<file path="src/design/cwc_pkg.sv">
// cwc_pkg: types, field widths, reset values and codes for the congestion window controller
// depends on nothing; cwc_ctrl, cwc_datapath and congestion_window_controller import it
package cwc_pkg;

  localparam int unsigned WINDOW_BITS_DEFAULT = 32;

  localparam int unsigned MTU_BITS     = 14;
  localparam int unsigned THRESH_BITS  = 32;
  localparam int unsigned BASE_BITS    = 20;
  localparam int unsigned RTT_BITS     = 24;
  localparam int unsigned RETRY_BITS   = 4;
  localparam int unsigned FLIGHT_BITS  = 32;
  localparam int unsigned TMO_BITS     = 32;
  localparam int unsigned CFG_ADDR_BITS = 2;
  localparam int unsigned CFG_DATA_BITS = 32;

  // width of mtu squared, the dividend of the avoidance step
  localparam int unsigned SQ_BITS = 2 * MTU_BITS;
  // 2*avg + 4*var + base always fits here
  localparam int unsigned TMO_SUM_BITS = RTT_BITS + 3;
  localparam int unsigned TMO_MULT_BITS = RETRY_BITS + 1;

  // one quotient bit per divider step
  localparam int unsigned DIV_STEPS = SQ_BITS;
  localparam int unsigned DIV_CNT_BITS = $clog2(DIV_STEPS);

  localparam logic [MTU_BITS-1:0]    MTU_RESET    = MTU_BITS'(1400);
  localparam logic [THRESH_BITS-1:0] THRESH_RESET = THRESH_BITS'(65536);
  localparam logic [BASE_BITS-1:0]   BASE_RESET   = BASE_BITS'(1000);
  localparam logic [THRESH_BITS-1:0] U32_MAX      = '1;

  // timeout for a connection with no round-trip history: 100 ms
  localparam logic [TMO_SUM_BITS-1:0] NO_HISTORY_US = TMO_SUM_BITS'(100000);

  // command codes; the unused code behaves as a query
  localparam logic [1:0] CMD_QUERY = 2'd0;
  localparam logic [1:0] CMD_ACK   = 2'd1;
  localparam logic [1:0] CMD_NAK   = 2'd2;

  // configuration register indexes
  localparam logic [CFG_ADDR_BITS-1:0] CFG_MTU    = CFG_ADDR_BITS'(0);
  localparam logic [CFG_ADDR_BITS-1:0] CFG_THRESH = CFG_ADDR_BITS'(1);
  localparam logic [CFG_ADDR_BITS-1:0] CFG_BASE   = CFG_ADDR_BITS'(2);

  typedef struct packed {
    logic [1:0]             command;
    logic [FLIGHT_BITS-1:0] bytes_in_flight;
    logic [RTT_BITS-1:0]    rtt_average_us;
    logic [RTT_BITS-1:0]    rtt_minimum_us;
    logic [RTT_BITS-1:0]    rtt_maximum_us;
    logic                   rtt_history_valid;
    logic [RETRY_BITS-1:0]  retry_count;
  } cwc_item_t;

  typedef struct packed {
    logic [THRESH_BITS-1:0] window_bytes;
    logic [THRESH_BITS-1:0] threshold_bytes;
    logic                   in_slow_start;
    logic [MTU_BITS-1:0]    transmit_budget;
    logic [MTU_BITS-1:0]    retransmit_budget;
    logic [TMO_BITS-1:0]    timeout_us;
  } cwc_result_t;

  typedef struct packed {
    logic [CFG_ADDR_BITS-1:0] addr;
    logic [CFG_DATA_BITS-1:0] value;
  } cwc_cfg_t;

  typedef enum logic [2:0] {
    S_IDLE,
    S_UPDATE,
    S_DIVIDE,
    S_GROW,
    S_CALC,
    S_FINISH
  } cwc_state_t;

  // controller to datapath
  typedef struct packed {
    logic load_item;
    logic ss_add;
    logic nak;
    logic div_init;
    logic div_step;
    logic grow;
    logic calc;
    logic load_out;
  } cwc_cmd_t;

  // datapath to controller
  typedef struct packed {
    logic is_ack;
    logic is_nak;
    logic slow;
  } cwc_status_t;

endpackage

</file>
<file path="src/design/cwc_chan_if.sv">
// cwc_chan_if: valid/ready channel carrying one payload per transfer
// payload type is set per instance, usually a struct from cwc_pkg
interface cwc_chan_if #(parameter type payload_t = logic);
  logic     valid;
  logic     ready;
  payload_t data;

  modport source (output valid, output data, input ready);
  modport sink   (input valid, input data, output ready);
endinterface

</file>
<file path="src/design/cwc_ctrl.sv">
// cwc_ctrl: sequencer for the congestion window controller
// depends on cwc_pkg; drives the command struct of cwc_datapath
module cwc_ctrl (
  input  logic                clk,
  input  logic                rst,
  input  cwc_pkg::cwc_status_t status,
  input  logic                in_valid,
  output logic                in_ready,
  input  logic                out_ready,
  output logic                out_valid,
  output cwc_pkg::cwc_cmd_t   cmd
);
  import cwc_pkg::*;

  cwc_state_t              state, state_next;
  logic [DIV_CNT_BITS-1:0] count;
  logic                    out_free;

  assign out_free = !out_valid || out_ready;
  // no transfer is taken while reset is held
  assign in_ready = (state == S_IDLE) && !rst;

  always_ff @(posedge clk) begin
    if (rst) begin
      state     <= S_IDLE;
      count     <= '0;
      out_valid <= 1'b0;
    end else begin
      state <= state_next;
      if (cmd.div_init) begin
        count <= '0;
      end else if (cmd.div_step) begin
        count <= count + 1'b1;
      end
      if (cmd.load_out) begin
        out_valid <= 1'b1;
      end else if (out_ready) begin
        out_valid <= 1'b0;
      end
    end
  end

  always_comb begin
    state_next = state;
    unique case (state)
      S_IDLE: begin
        if (in_valid) state_next = S_UPDATE;
      end
      S_UPDATE: begin
        if (status.is_ack && !status.slow) state_next = S_DIVIDE;
        else                               state_next = S_CALC;
      end
      S_DIVIDE: begin
        if (count == DIV_CNT_BITS'(DIV_STEPS - 1)) state_next = S_GROW;
      end
      S_GROW:   state_next = S_CALC;
      S_CALC:   state_next = S_FINISH;
      S_FINISH: begin
        if (out_free) state_next = S_IDLE;
      end
      default:  state_next = S_IDLE;
    endcase
  end

  always_comb begin
    cmd = '0;
    unique case (state)
      S_IDLE:   cmd.load_item = in_valid;
      S_UPDATE: begin
        cmd.ss_add   = status.is_ack && status.slow;
        cmd.div_init = status.is_ack && !status.slow;
        cmd.nak      = status.is_nak;
      end
      S_DIVIDE: cmd.div_step = 1'b1;
      S_GROW:   cmd.grow = 1'b1;
      S_CALC:   cmd.calc = 1'b1;
      S_FINISH: cmd.load_out = out_free;
      default:  cmd = '0;
    endcase
  end

endmodule

</file>
<file path="src/design/cwc_datapath.sv">
// cwc_datapath: window and threshold state, config registers, serial divider,
// budget and timeout arithmetic and the result register; depends on cwc_pkg
module cwc_datapath #(
  parameter int unsigned WINDOW_BITS = cwc_pkg::WINDOW_BITS_DEFAULT
) (
  input  logic                 clk,
  input  logic                 rst,
  input  cwc_pkg::cwc_cmd_t    cmd,
  output cwc_pkg::cwc_status_t status,
  input  cwc_pkg::cwc_item_t   item_data,
  input  logic                 cfg_write,
  input  cwc_pkg::cwc_cfg_t    cfg_data,
  output cwc_pkg::cwc_result_t result_data
);
  import cwc_pkg::*;

  localparam int unsigned W     = WINDOW_BITS;
  localparam int unsigned CMP_W = (W > THRESH_BITS) ? W : THRESH_BITS;
  localparam int unsigned SUM_W = ((W > SQ_BITS) ? W : SQ_BITS) + 2;

  // configuration
  logic [MTU_BITS-1:0]  mtu;
  logic [BASE_BITS-1:0] base;

  // state
  logic [W-1:0]           window;
  logic [THRESH_BITS-1:0] threshold;

  // captured item
  cwc_item_t item_r;

  // divider
  logic [W-1:0]       rem;
  logic [SQ_BITS-1:0] quo;
  logic [W:0]         rem_sh;
  logic [W:0]         rem_diff;
  logic               fits;

  // arithmetic
  logic [W:0]             ss_sum;
  logic [W-1:0]           ss_win;
  logic [W-1:0]           half;
  logic [W-1:0]           floor2;
  logic [W-1:0]           nak_t;
  logic [CMP_W-1:0]       nak_ext;
  logic [THRESH_BITS-1:0] thr_next;
  logic [SUM_W-1:0]       grow_sum;
  logic [W-1:0]           grow_win;
  logic [CMP_W-1:0]       win_ext;
  logic [CMP_W-1:0]       flight_ext;
  logic                   slow;

  // calc stage
  logic [MTU_BITS-1:0]      rtx, rtx_r, room_r;
  logic [CMP_W-1:0]         avail, avail_r;
  logic [RTT_BITS-1:0]      rtt_var;
  logic [TMO_SUM_BITS-1:0]  tmo_sum, tmo_sum_r;
  logic [TMO_MULT_BITS-1:0] tmo_mult, tmo_mult_r;
  logic [THRESH_BITS-1:0]   win_out_r;
  logic                     slow_r;
  logic [MTU_BITS-1:0]      tx;
  logic [TMO_BITS-1:0]      tmo;

  always_ff @(posedge clk) begin
    if (rst) begin
      mtu  <= MTU_RESET;
      base <= BASE_RESET;
    end else if (cfg_write) begin
      unique case (cfg_data.addr)
        CFG_MTU:    mtu  <= cfg_data.value[MTU_BITS-1:0];
        CFG_BASE:   base <= cfg_data.value[BASE_BITS-1:0];
        // the threshold takes its starting value only at reset
        CFG_THRESH: ;
        default:    ;
      endcase
    end
  end

  always_ff @(posedge clk) begin
    if (cmd.load_item) item_r <= item_data;
  end

  assign status.is_ack = (item_r.command == CMD_ACK);
  assign status.is_nak = (item_r.command == CMD_NAK);
  assign status.slow   = slow;

  assign win_ext    = CMP_W'(window);
  assign flight_ext = CMP_W'(item_r.bytes_in_flight);
  assign slow       = win_ext <= CMP_W'(threshold);

  // slow start step
  assign ss_sum = {1'b0, window} + (W+1)'(mtu);
  assign ss_win = ss_sum[W] ? '1 : ss_sum[W-1:0];

  // loss: threshold to max(window/2, 2*mtu), clipped to 32 bits
  assign half     = window >> 1;
  assign floor2   = W'({mtu, 1'b0});
  assign nak_t    = (half > floor2) ? half : floor2;
  assign nak_ext  = CMP_W'(nak_t);
  assign thr_next = (nak_ext > CMP_W'(U32_MAX)) ? U32_MAX : nak_ext[THRESH_BITS-1:0];

  // restoring division of mtu*mtu by the window, one quotient bit a cycle;
  // window is non-zero here as it exceeds the threshold
  assign rem_sh   = {rem, quo[SQ_BITS-1]};
  assign fits     = rem_sh >= {1'b0, window};
  assign rem_diff = rem_sh - {1'b0, window};

  always_ff @(posedge clk) begin
    if (cmd.div_init) begin
      rem <= '0;
      quo <= SQ_BITS'(mtu) * SQ_BITS'(mtu);
    end else if (cmd.div_step) begin
      rem <= fits ? rem_diff[W-1:0] : rem_sh[W-1:0];
      quo <= {quo[SQ_BITS-2:0], fits};
    end
  end

  // avoidance step: window + mtu*mtu/window + mtu/8, saturating
  assign grow_sum = SUM_W'(window) + SUM_W'(quo) + SUM_W'(mtu >> 3);
  assign grow_win = (grow_sum > SUM_W'({W{1'b1}})) ? '1 : grow_sum[W-1:0];

  always_ff @(posedge clk) begin
    if (rst) begin
      window    <= W'(MTU_RESET);
      threshold <= THRESH_RESET;
    end else begin
      if (cmd.ss_add) window <= ss_win;
      if (cmd.grow)   window <= grow_win;
      if (cmd.nak) begin
        window    <= W'(mtu);
        threshold <= thr_next;
      end
    end
  end

  // budgets and timeout operands
  assign rtx   = (item_r.bytes_in_flight < FLIGHT_BITS'(mtu)) ?
                 item_r.bytes_in_flight[MTU_BITS-1:0] : mtu;
  assign avail = (flight_ext >= win_ext) ? '0 : win_ext - flight_ext;

  assign rtt_var = (item_r.rtt_maximum_us > item_r.rtt_minimum_us) ?
                   item_r.rtt_maximum_us - item_r.rtt_minimum_us : '0;

  always_comb begin
    if (item_r.rtt_history_valid) begin
      tmo_sum  = (TMO_SUM_BITS'(item_r.rtt_average_us) << 1)
               + (TMO_SUM_BITS'(rtt_var) << 2)
               + TMO_SUM_BITS'(base);
      tmo_mult = TMO_MULT_BITS'(item_r.retry_count) + 1'b1;
    end else begin
      tmo_sum  = NO_HISTORY_US + TMO_SUM_BITS'(base);
      tmo_mult = TMO_MULT_BITS'(1);
    end
  end

  always_ff @(posedge clk) begin
    if (cmd.calc) begin
      rtx_r      <= rtx;
      room_r     <= mtu - rtx;
      avail_r    <= avail;
      tmo_sum_r  <= tmo_sum;
      tmo_mult_r <= tmo_mult;
      slow_r     <= slow;
      win_out_r  <= (win_ext > CMP_W'(U32_MAX)) ? U32_MAX : win_ext[THRESH_BITS-1:0];
    end
  end

  assign tx  = (avail_r < CMP_W'(room_r)) ? avail_r[MTU_BITS-1:0] : room_r;
  // the product stays below 2^32 for every operand value
  assign tmo = TMO_BITS'(tmo_sum_r) * TMO_BITS'(tmo_mult_r);

  always_ff @(posedge clk) begin
    if (cmd.load_out) begin
      result_data.window_bytes      <= win_out_r;
      result_data.threshold_bytes   <= threshold;
      result_data.in_slow_start     <= slow_r;
      result_data.transmit_budget   <= tx;
      result_data.retransmit_budget <= rtx_r;
      result_data.timeout_us        <= tmo;
    end
  end

endmodule

</file>
<file path="src/design/congestion_window_controller.sv">
// channel   dir  payload              handshake
// item      in   cwc_pkg::cwc_item_t  valid/ready, transfer on both high
// result    out  cwc_pkg::cwc_result_t valid/ready, one result per item
// cfg       in   cwc_pkg::cwc_cfg_t   valid/ready, ready high outside reset
//
// an ack in congestion avoidance runs the 28-step restoring divider (mtu*mtu/window)
// between its transfer and the next item being taken; every other item skips it.
// one item is in work at a time.
// rst is synchronous: window loads 1400, threshold 65536, registers their defaults.
// a stalled result sits in the output register while the next item is taken.
// depends on cwc_pkg, cwc_chan_if, cwc_ctrl and cwc_datapath
module congestion_window_controller #(
  parameter int unsigned WINDOW_BITS = cwc_pkg::WINDOW_BITS_DEFAULT
) (
  input logic     clk,
  input logic     rst,
  cwc_chan_if.sink   item,
  cwc_chan_if.source result,
  cwc_chan_if.sink   cfg
);
  import cwc_pkg::*;

  cwc_cmd_t    cmd;
  cwc_status_t status;

  assign cfg.ready = !rst;

  cwc_ctrl u_ctrl (
    .clk       (clk),
    .rst       (rst),
    .status    (status),
    .in_valid  (item.valid),
    .in_ready  (item.ready),
    .out_ready (result.ready),
    .out_valid (result.valid),
    .cmd       (cmd)
  );

  cwc_datapath #(
    .WINDOW_BITS (WINDOW_BITS)
  ) u_datapath (
    .clk         (clk),
    .rst         (rst),
    .cmd         (cmd),
    .status      (status),
    .item_data   (item.data),
    .cfg_write   (cfg.valid),
    .cfg_data    (cfg.data),
    .result_data (result.data)
  );

endmodule

</file>
<file path="src/flat_wrapper.sv">
// flat-port wrapper written by rule: the top's interface ports become plain ports
module congestion_window_controller_flat import cwc_pkg::*;
#(
  parameter int unsigned WINDOW_BITS = cwc_pkg::WINDOW_BITS_DEFAULT
)
  (clk, rst, item_valid, item_data, item_ready, result_valid, result_data, result_ready, cfg_valid, cfg_data, cfg_ready);
  cwc_chan_if #(.payload_t(cwc_item_t)) item_i ();
  cwc_chan_if #(.payload_t(cwc_result_t)) result_i ();
  cwc_chan_if #(.payload_t(cwc_cfg_t)) cfg_i ();
  input logic clk;
  input logic rst;
  input wire logic [$bits(item_i.valid)-1:0] item_valid;
  input wire logic [$bits(item_i.data)-1:0] item_data;
  output wire logic [$bits(item_i.ready)-1:0] item_ready;
  output wire logic [$bits(result_i.valid)-1:0] result_valid;
  output wire logic [$bits(result_i.data)-1:0] result_data;
  input wire logic [$bits(result_i.ready)-1:0] result_ready;
  input wire logic [$bits(cfg_i.valid)-1:0] cfg_valid;
  input wire logic [$bits(cfg_i.data)-1:0] cfg_data;
  output wire logic [$bits(cfg_i.ready)-1:0] cfg_ready;
  assign item_i.valid = item_valid;
  assign item_i.data = item_data;
  assign item_ready = item_i.ready;
  assign result_valid = result_i.valid;
  assign result_data = result_i.data;
  assign result_i.ready = result_ready;
  assign cfg_i.valid = cfg_valid;
  assign cfg_i.data = cfg_data;
  assign cfg_ready = cfg_i.ready;
  congestion_window_controller #(.WINDOW_BITS(WINDOW_BITS)) u_core (.clk(clk), .rst(rst), .item(item_i), .result(result_i), .cfg(cfg_i));
endmodule
</file>
<file path="config.mk">
export PLATFORM = sky130hd
export DESIGN_NAME = congestion_window_controller_flat
export DESIGN_NICKNAME = d
export VERILOG_FILES = /design/src/design/cwc_pkg.sv /design/src/design/cwc_chan_if.sv /design/src/design/cwc_ctrl.sv /design/src/design/cwc_datapath.sv /design/src/design/congestion_window_controller.sv /design/src/flat_wrapper.sv
export SDC_FILE = /design/constraint.sdc
export NUM_CORES = 2
export LEC_CHECK = 0
export ABC_AREA = 1
export BUFFER_PORTS_ARGS = -buffer_cell sky130_fd_sc_hd__buf_2
export CAP_MARGIN = 30
export CORE_MARGIN = 2
export CORE_UTILIZATION = 63
export CTS_CLUSTER_SIZE = 12
export DETAILED_ROUTE_END_ITERATION = 6
export GPL_TIMING_DRIVEN = 0
export PLACE_DENSITY_LB_ADDON = 0.05
export SYNTH_ARGS = -nofsm -noshare
export SYNTH_HDL_FRONTEND = slang
export SYNTH_SLANG_ARGS = --single-unit
</file>
<file path="constraint.sdc">
create_clock -name clk -period 11.45 [get_ports clk]
set_input_delay 3.435 -clock clk [delete_from_list [all_inputs] [get_ports clk]]
set_output_delay 3.435 -clock clk [all_outputs]
set_load 0.005 [all_outputs]
</file>
After elaboration in Yosys (flattened, before gate mapping)
Cells that the tools add are included.
{"block": "word_totals", "regBits": 528, "latchBits": 0, "ramBits": 0, "rom_bits": 0, "output_inout_bits": 128, "wordCells": 111, "n_memories": 0}
{"block": "op_classes", "addsub": 12, "n_mul": 2, "n_div": 0, "order_cmp": 10, "n_eq_ne": 12, "n_shift": 0, "n_mux": 27, "bitwise": 0, "n_reduce_logical": 18}
{"operator": "two-way mux 32 bit", "n": 6}
{"operator": "less-than comparator 32 x 14 -> 1 bit", "n": 2}
{"operator": "subtractor 32 bit", "n": 2}
{"operator": "two-way mux 28 bit", "n": 2}
{"operator": "two-way mux 14 bit", "n": 3}
{"operator": "adder 33 x 11 -> 34 bit", "n": 1}
{"operator": "> comparator 34 x 32 -> 1 bit, second input constant", "n": 1}
{"operator": "adder 32 x 14 -> 33 bit", "n": 1}
{"operator": "adder 32 x 28 -> 33 bit", "n": 1}
{"operator": ">= comparator 33 x 32 -> 1 bit", "n": 1}
{"operator": ">= comparator 32 bit", "n": 1}
{"operator": "> comparator 31 x 32 -> 1 bit, second input constant", "n": 1}
{"operator": "> comparator 32 bit, second input constant", "n": 1}
{"operator": "less-or-equal comparator 32 bit", "n": 1}
{"operator": "multiplier 27 x 5 -> 32 bit", "n": 1}
{"operator": "> comparator 31 x 15 -> 1 bit", "n": 1}
{"operator": "two-way mux 31 bit", "n": 1}
{"operator": "multiplier 14 x 14 -> 28 bit", "n": 1}
{"operator": "adder 25 x 26 -> 27 bit", "n": 1}
{"operator": "adder 27 x 20 -> 27 bit", "n": 1}
{"operator": "two-way mux 27 bit", "n": 1}
{"operator": "> comparator 24 bit", "n": 1}
{"operator": "two-way mux 24 bit", "n": 1}
{"operator": "subtractor 24 bit", "n": 1}
{"operator": "24 further kinds", "n": 47}

Depth between registers and ports, before layout
{"block": "logic_depth", "ltp_word": 7, "mapped_depth": 29, "mapped_depth_nobuf": 29}

Cells and area by module
Synthesis repeated with hierarchy kept, for this count alone.
{"block": "hier_totals", "cells_unflattened": 5365, "area_unflattened_um2": 42983.7}
{"mod": "cwc_datapath", "instances": 1, "cells_per_inst": 5284, "area_each_um2": 42454.5}
{"mod": "cwc_ctrl", "instances": 1, "cells_per_inst": 80, "area_each_um2": 525.5}
{"mod": "congestion_window_controller", "instances": 1, "cells_per_inst": 1, "area_each_um2": 3.8}

Least setup slack after synthesis
Ideal clock, no wire load.
{"block": "synth_timing", "path_type": "flip-flop to flip-flop", "startpoint": "register u_core.u_ctrl.state[2]", "endpoint": "register u_core.u_datapath.avail_r[0] (enable)", "setup_ns": 0.765, "t_arrival_ns": 9.016, "setup_slack_ns": 1.669, "path_stages_with_launch": 3, "period_less_slack_ns": 9.781, "path_cell_list": "dfxtp_1 > inv_1 > nor3_1"}
{"block": "synth_between", "elab_chain_len": 2}
{"element": "from (decl)", "line": "cwc_ctrl.sv:15", "text": "cwc_state_t state, state_next;"}
{"element": "from (signal assigned)", "line": "cwc_ctrl.sv:29", "text": "state <= state_next;"}
{"element": "equality test 3 bit", "line": "cwc_ctrl.sv:67", "text": "unique case (state)"}
{"element": "two-way mux 1 bit", "line": "cwc_ctrl.sv:67"}
{"element": "to (signal assigned)", "line": "cwc_datapath.sv:160", "text": "avail_r <= avail;"}
{"element": "to (decl)", "line": "cwc_datapath.sv:55", "text": "logic [CMP_W-1:0] avail, avail_r;"}
No other way between the ends.
A chain may end at the register's enable or synchronous reset.

Final worst setup path
{"block": "layout_timing", "startpoint": "input rst", "endpoint": "output cfg_ready"}
{"block": "layout_between", "elab_chain_len": 1}
{"element": "from (decl)", "line": "flat_wrapper.sv:11", "text": "input logic rst;"}
{"element": "zero test 1 bit", "line": "congestion_window_controller.sv:26", "text": "assign cfg.ready = !rst;"}
{"element": "to (decl)", "line": "flat_wrapper.sv:20", "text": "output wire logic [$bits(cfg_i.ready)-1:0] cfg_ready;"}
No other way between the ends.

==> out/results.tsv <==
stage	metric	value	unit
critical_path	Buf+Inv Stages, Crit Path	5	
layout	most common cell after layout, fill and taps aside	nand2_1	
sta	Setup WS post-layout	2.76	ns
outcome	run status	finished clean	
clock_network	H-tree levels	2	
layout	fill count	5447	
sta	Post-Route Setup TNS	0	ns
critical_path	CP max-delay cell	clkbuf_1	
detailed_routing	DRC	0	
detailed_routing	Antenna Nets Post-Route	0	
sta	Max Freq	115	MHz
critical_path	R2R Setup Slk	4.19	ns
sta	Final Max Tran Viols	0	
logic_synthesis	area of the mapped netlist	42500	µm²
critical_path	reg2reg end	u_core.u_datapath.quo[20]$_DFFE_PP_	
sta	Setup-failing EPs final	0	
pwr	Leakage	23.5	nW
floorplan	core area	67000	µm²
floorplan	chip width	264	µm
place	Cells after DPL	6402	
floorplan	die area	69600	µm²
clock_network	Root Buffer	clkbuf_16	
global_routing	first-pass GRT wire length	198000	µm
critical_path	crit path kind	in -> out	
logic_synthesis	Mapped Avg Cell Area	8.10	µm²
clock_network	clock buffer depth	3	
detailed_routing	drt total wl	128000	µm
clock_network	CTS Buf Count	58	
run	Max-Cap Viols	0	
clock_network	# clock sinks	526	
pwr	Worst VDD drop	304	µV
critical_path	crit-path leading delay family	buffers and inverters	
place	dpl ws	2.81	ns
logic_synthesis	syn_nets	6018	
layout	Area Overhead vs Synth	11.0	%
clock_network	clk slew on worst S/H paths	0.06	ns
critical_path	CP most frequent cell	buf_2	
critical_path	Startpoint Class	input port	
place	DP Area	45200	µm²
critical_path	FF-to-FF Start	u_core.u_datapath.mtu[11]$_SDFFE_PP0P_	
logic_synthesis	Primary FF master, synth	edfxtp_1	
critical_path	Reg2Reg Depth	22	
hold_path	hold path depth	0	
sta	Worst Clk Skew	0.0407	ns
clock_network	CTS tree	built	
floorplan	Starting Density	0.634	
global_routing	gr usage total	0.366	
clock_network	quantity of gates resized following cts	0	
clock_network	Clk Latency, worst-skew pair	0.65	ns
logic_synthesis	Synth area leaders	edfxtp_1 (27%), ha_1 (12%), nand2_1 (11%)	
critical_path	CP max FO	10	
layout	commonest non-fill, non-tap cells in the layout	nand2_1 (1261), inv_1 (906), ha_1 (396)	
layout	nets	6362	
place	PortBufs	264	
logic_synthesis	Synth area leader	edfxtp_1	
logic_synthesis	Post-synth EDFFs	388	
sta	Worst Max-Slew Pin Slew	0.936	ns
critical_path	worst endpoint required time	8.02	ns
logic_synthesis	share of the synthesized area in the top cell type	0.274	
critical_path	CP endpoint	cfg_ready	
sta	unrepaired setup endpoints after global routing	false	
hold_path	worst hold path type	reg -> reg	
place	Placer Congestion	0.987	
logic_synthesis	yosys warns	0	
sta	min cycle time layout	8.69	ns
layout	fin area	47200	µm²
pwr	PwrDens	204	nW/µm²
logic_synthesis	Async S/R FF share, synth	0	
clock_network	Hold-fix buffers, CTS	0	
layout	layout cells sized above 1	0.0884	
layout	final core area utilization	0.704	
detailed_routing	detailed router's first-iteration violation count	3969	
floorplan	Die Y	264	µm
detailed_routing	routed len/inst	19.7	µm
layout	Post-Layout Cell Count	6507	
clock_network	Post-CTS Setup Inserts	0	
logic_synthesis	Mapped Cells	5246	
critical_path	CP cell instances	buf_2, clkbuf_1, clkinv_1, buf_1, buf_2	
critical_path	Critical Path AT	5.26	ns
critical_path	critical path depth	5	
global_routing	largest net degree at the start of global routing	38	
sta	Tcrit/Tclk final	0.759	
global_routing	initial antenna violation count	5	
place	HPWL after detailed placement	103000	µm
detailed_routing	TritonRoute pass-1 iters	6	
logic_synthesis	flop and latch count out of synthesis	526	
floorplan	Cell Rows	95	
critical_path	CP endpoint kind	primary output	
logic_synthesis	Synth cell types	64	
global_routing	Remaining Overflow, GRT	0	
detailed_routing	Vias/cell	5.76	
critical_path	CP Launch Point	rst	
global_routing	number of global-route vias before repair	35800	
critical_path	peak per-stage delay on the critical path	0.53	ns
detailed_routing	via count	37500	
sta	relative slew slack	0.375	
floorplan	IO Pins	278	
sta	final hold violation count	0	
logic_synthesis	register area share after synthesis	0.339	
-- logic make-up (layout without fill, tap and decap cells) --
logic type | Yosys count | after routing | synth area share
simple gates | 2148 | 2148 | 0.213
xor+xnor | 141 | 141 | 0.0290
buf+inv | 1026 | 1412 | 0.0937
fa+ha+maj | 622 | 622 | 0.223
other cells | 1 | 3 | 0.0000882
compound gates | 782 | 782 | 0.102
flops | 526 | 526 | 0.339
-- layout make-up --
cell class                 instances  area, µm²  share of cell area
antenna                            2       5.00            0.000106
sequential                       526      14400               0.305
multi-input combinational       3694      24100               0.511
clock inverter                    19        263             0.00557
tap                              873       1090              0.0231
clock buffer                      83       1680              0.0356
timing repair buffer             284       1610              0.0342
buffer                           107        533              0.0113
inverter                         919       3450              0.0732
-- routing by layer --
layer	wire length (µm)	track usage	vias up
met5	24	0	-
met4	4800	0.126	4
met3	12700	0.0641	285
met2	56700	0.569	1731
met1	54300	0.519	17700
li1	-	-	17800
-- flip-flops by register name (all words and copies together), names as in the netlist --
name / count
u_core.u_datapath.threshold: 31
u_core.u_datapath.rtx_r: 14
u_core.u_datapath.slow_r: 1
u_core.u_datapath.flight_ext: 32
u_core.u_datapath.tmo_mult_r: 5
u_core.u_datapath.rem: 32
u_core.u_datapath.base: 20
u_core.u_ctrl.out_valid: 1
u_core.u_datapath.win_out_r: 32
u_core.u_datapath.quo: 28
u_core.u_datapath.win_ext: 32
u_core.u_datapath.avail_r: 32
u_core.u_datapath.room_r: 14
u_core.u_ctrl.count: 5
u_core.u_ctrl.state: 3
u_core.u_datapath.result_data: 124
u_core.u_datapath.tmo_sum_r: 27
u_core.u_datapath.mtu: 14
u_core.u_datapath.item_r: 79
-- metrics by stage --
stage,hold slack (ns),total power (W)
after global routing,0.420,0.0103
after CTS,0.417,0.00955
after detailed placement,0.405,0.00760
after global placement,0.401,0.00754
after floorplan,0.400,0.00622
final,0.416,0.00962
-- cells in the mapped netlist, types with 11 or more instances --
| cell type | instances |
|---|---|
| o211ai_1 | 16 |
| o21bai_1 | 30 |
| a21o_1 | 25 |
| o22ai_1 | 16 |
| dfxtp_1 | 138 |
| nand3_1 | 319 |
| buf_2 | 24 |
| o21ai_1 | 20 |
| xor2_1 | 84 |
| nand4_1 | 73 |
| or2_2 | 11 |
| nand2_1 | 1261 |
| nand2_2 | 11 |
| ha_1 | 396 |
| edfxtp_1 | 388 |
| o21a_1 | 11 |
| nor2_1 | 360 |
| inv_1 | 906 |
| a21oi_1 | 357 |
| nor4_1 | 12 |
| xnor2_1 | 57 |
| fa_1 | 226 |
| nor3_1 | 53 |
| nand3b_1 | 17 |
| o21ai_0 | 245 |
| o21ai_2 | 12 |
| clkbuf_1 | 64 |
-- worst min path at each step --
stage | end | startpoint
2_1_floorplan | u_core.u_datapath.result_data[100]$_DFFE_PP_ | u_core.u_datapath.win_out_r[7]$_DFFE_PP_
6_report | u_core.u_datapath.result_data[109]$_DFFE_PP_ | u_core.u_datapath.win_out_r[16]$_DFFE_PP_
5_1_grt | u_core.u_datapath.result_data[43]$_DFFE_PP_ | u_core.u_datapath.rtx_r[11]$_DFFE_PP_
4_1_cts | u_core.u_datapath.result_data[120]$_DFFE_PP_ | u_core.u_datapath.win_out_r[27]$_DFFE_PP_
3_3_place_gp | u_core.u_datapath.result_data[116]$_DFFE_PP_ | u_core.u_datapath.win_out_r[23]$_DFFE_PP_
3_5_place_dp | u_core.u_datapath.result_data[110]$_DFFE_PP_ | u_core.u_datapath.win_out_r[17]$_DFFE_PP_
-- where the power goes --
part | switching [W] | total [W] | leakage (nW) | internal (W)
combinational | 0.00339 | 0.00525 | 17.8 | 0.00186
clock | 0.000787 | 0.00192 | 0.941 | 0.00113
sequential | 0.000148 | 0.00245 | 4.73 | 0.00230
total | 0.00433 | 0.00962 | 23.5 | 0.00529
Note: power is estimated with default switching activity, not from simulation.
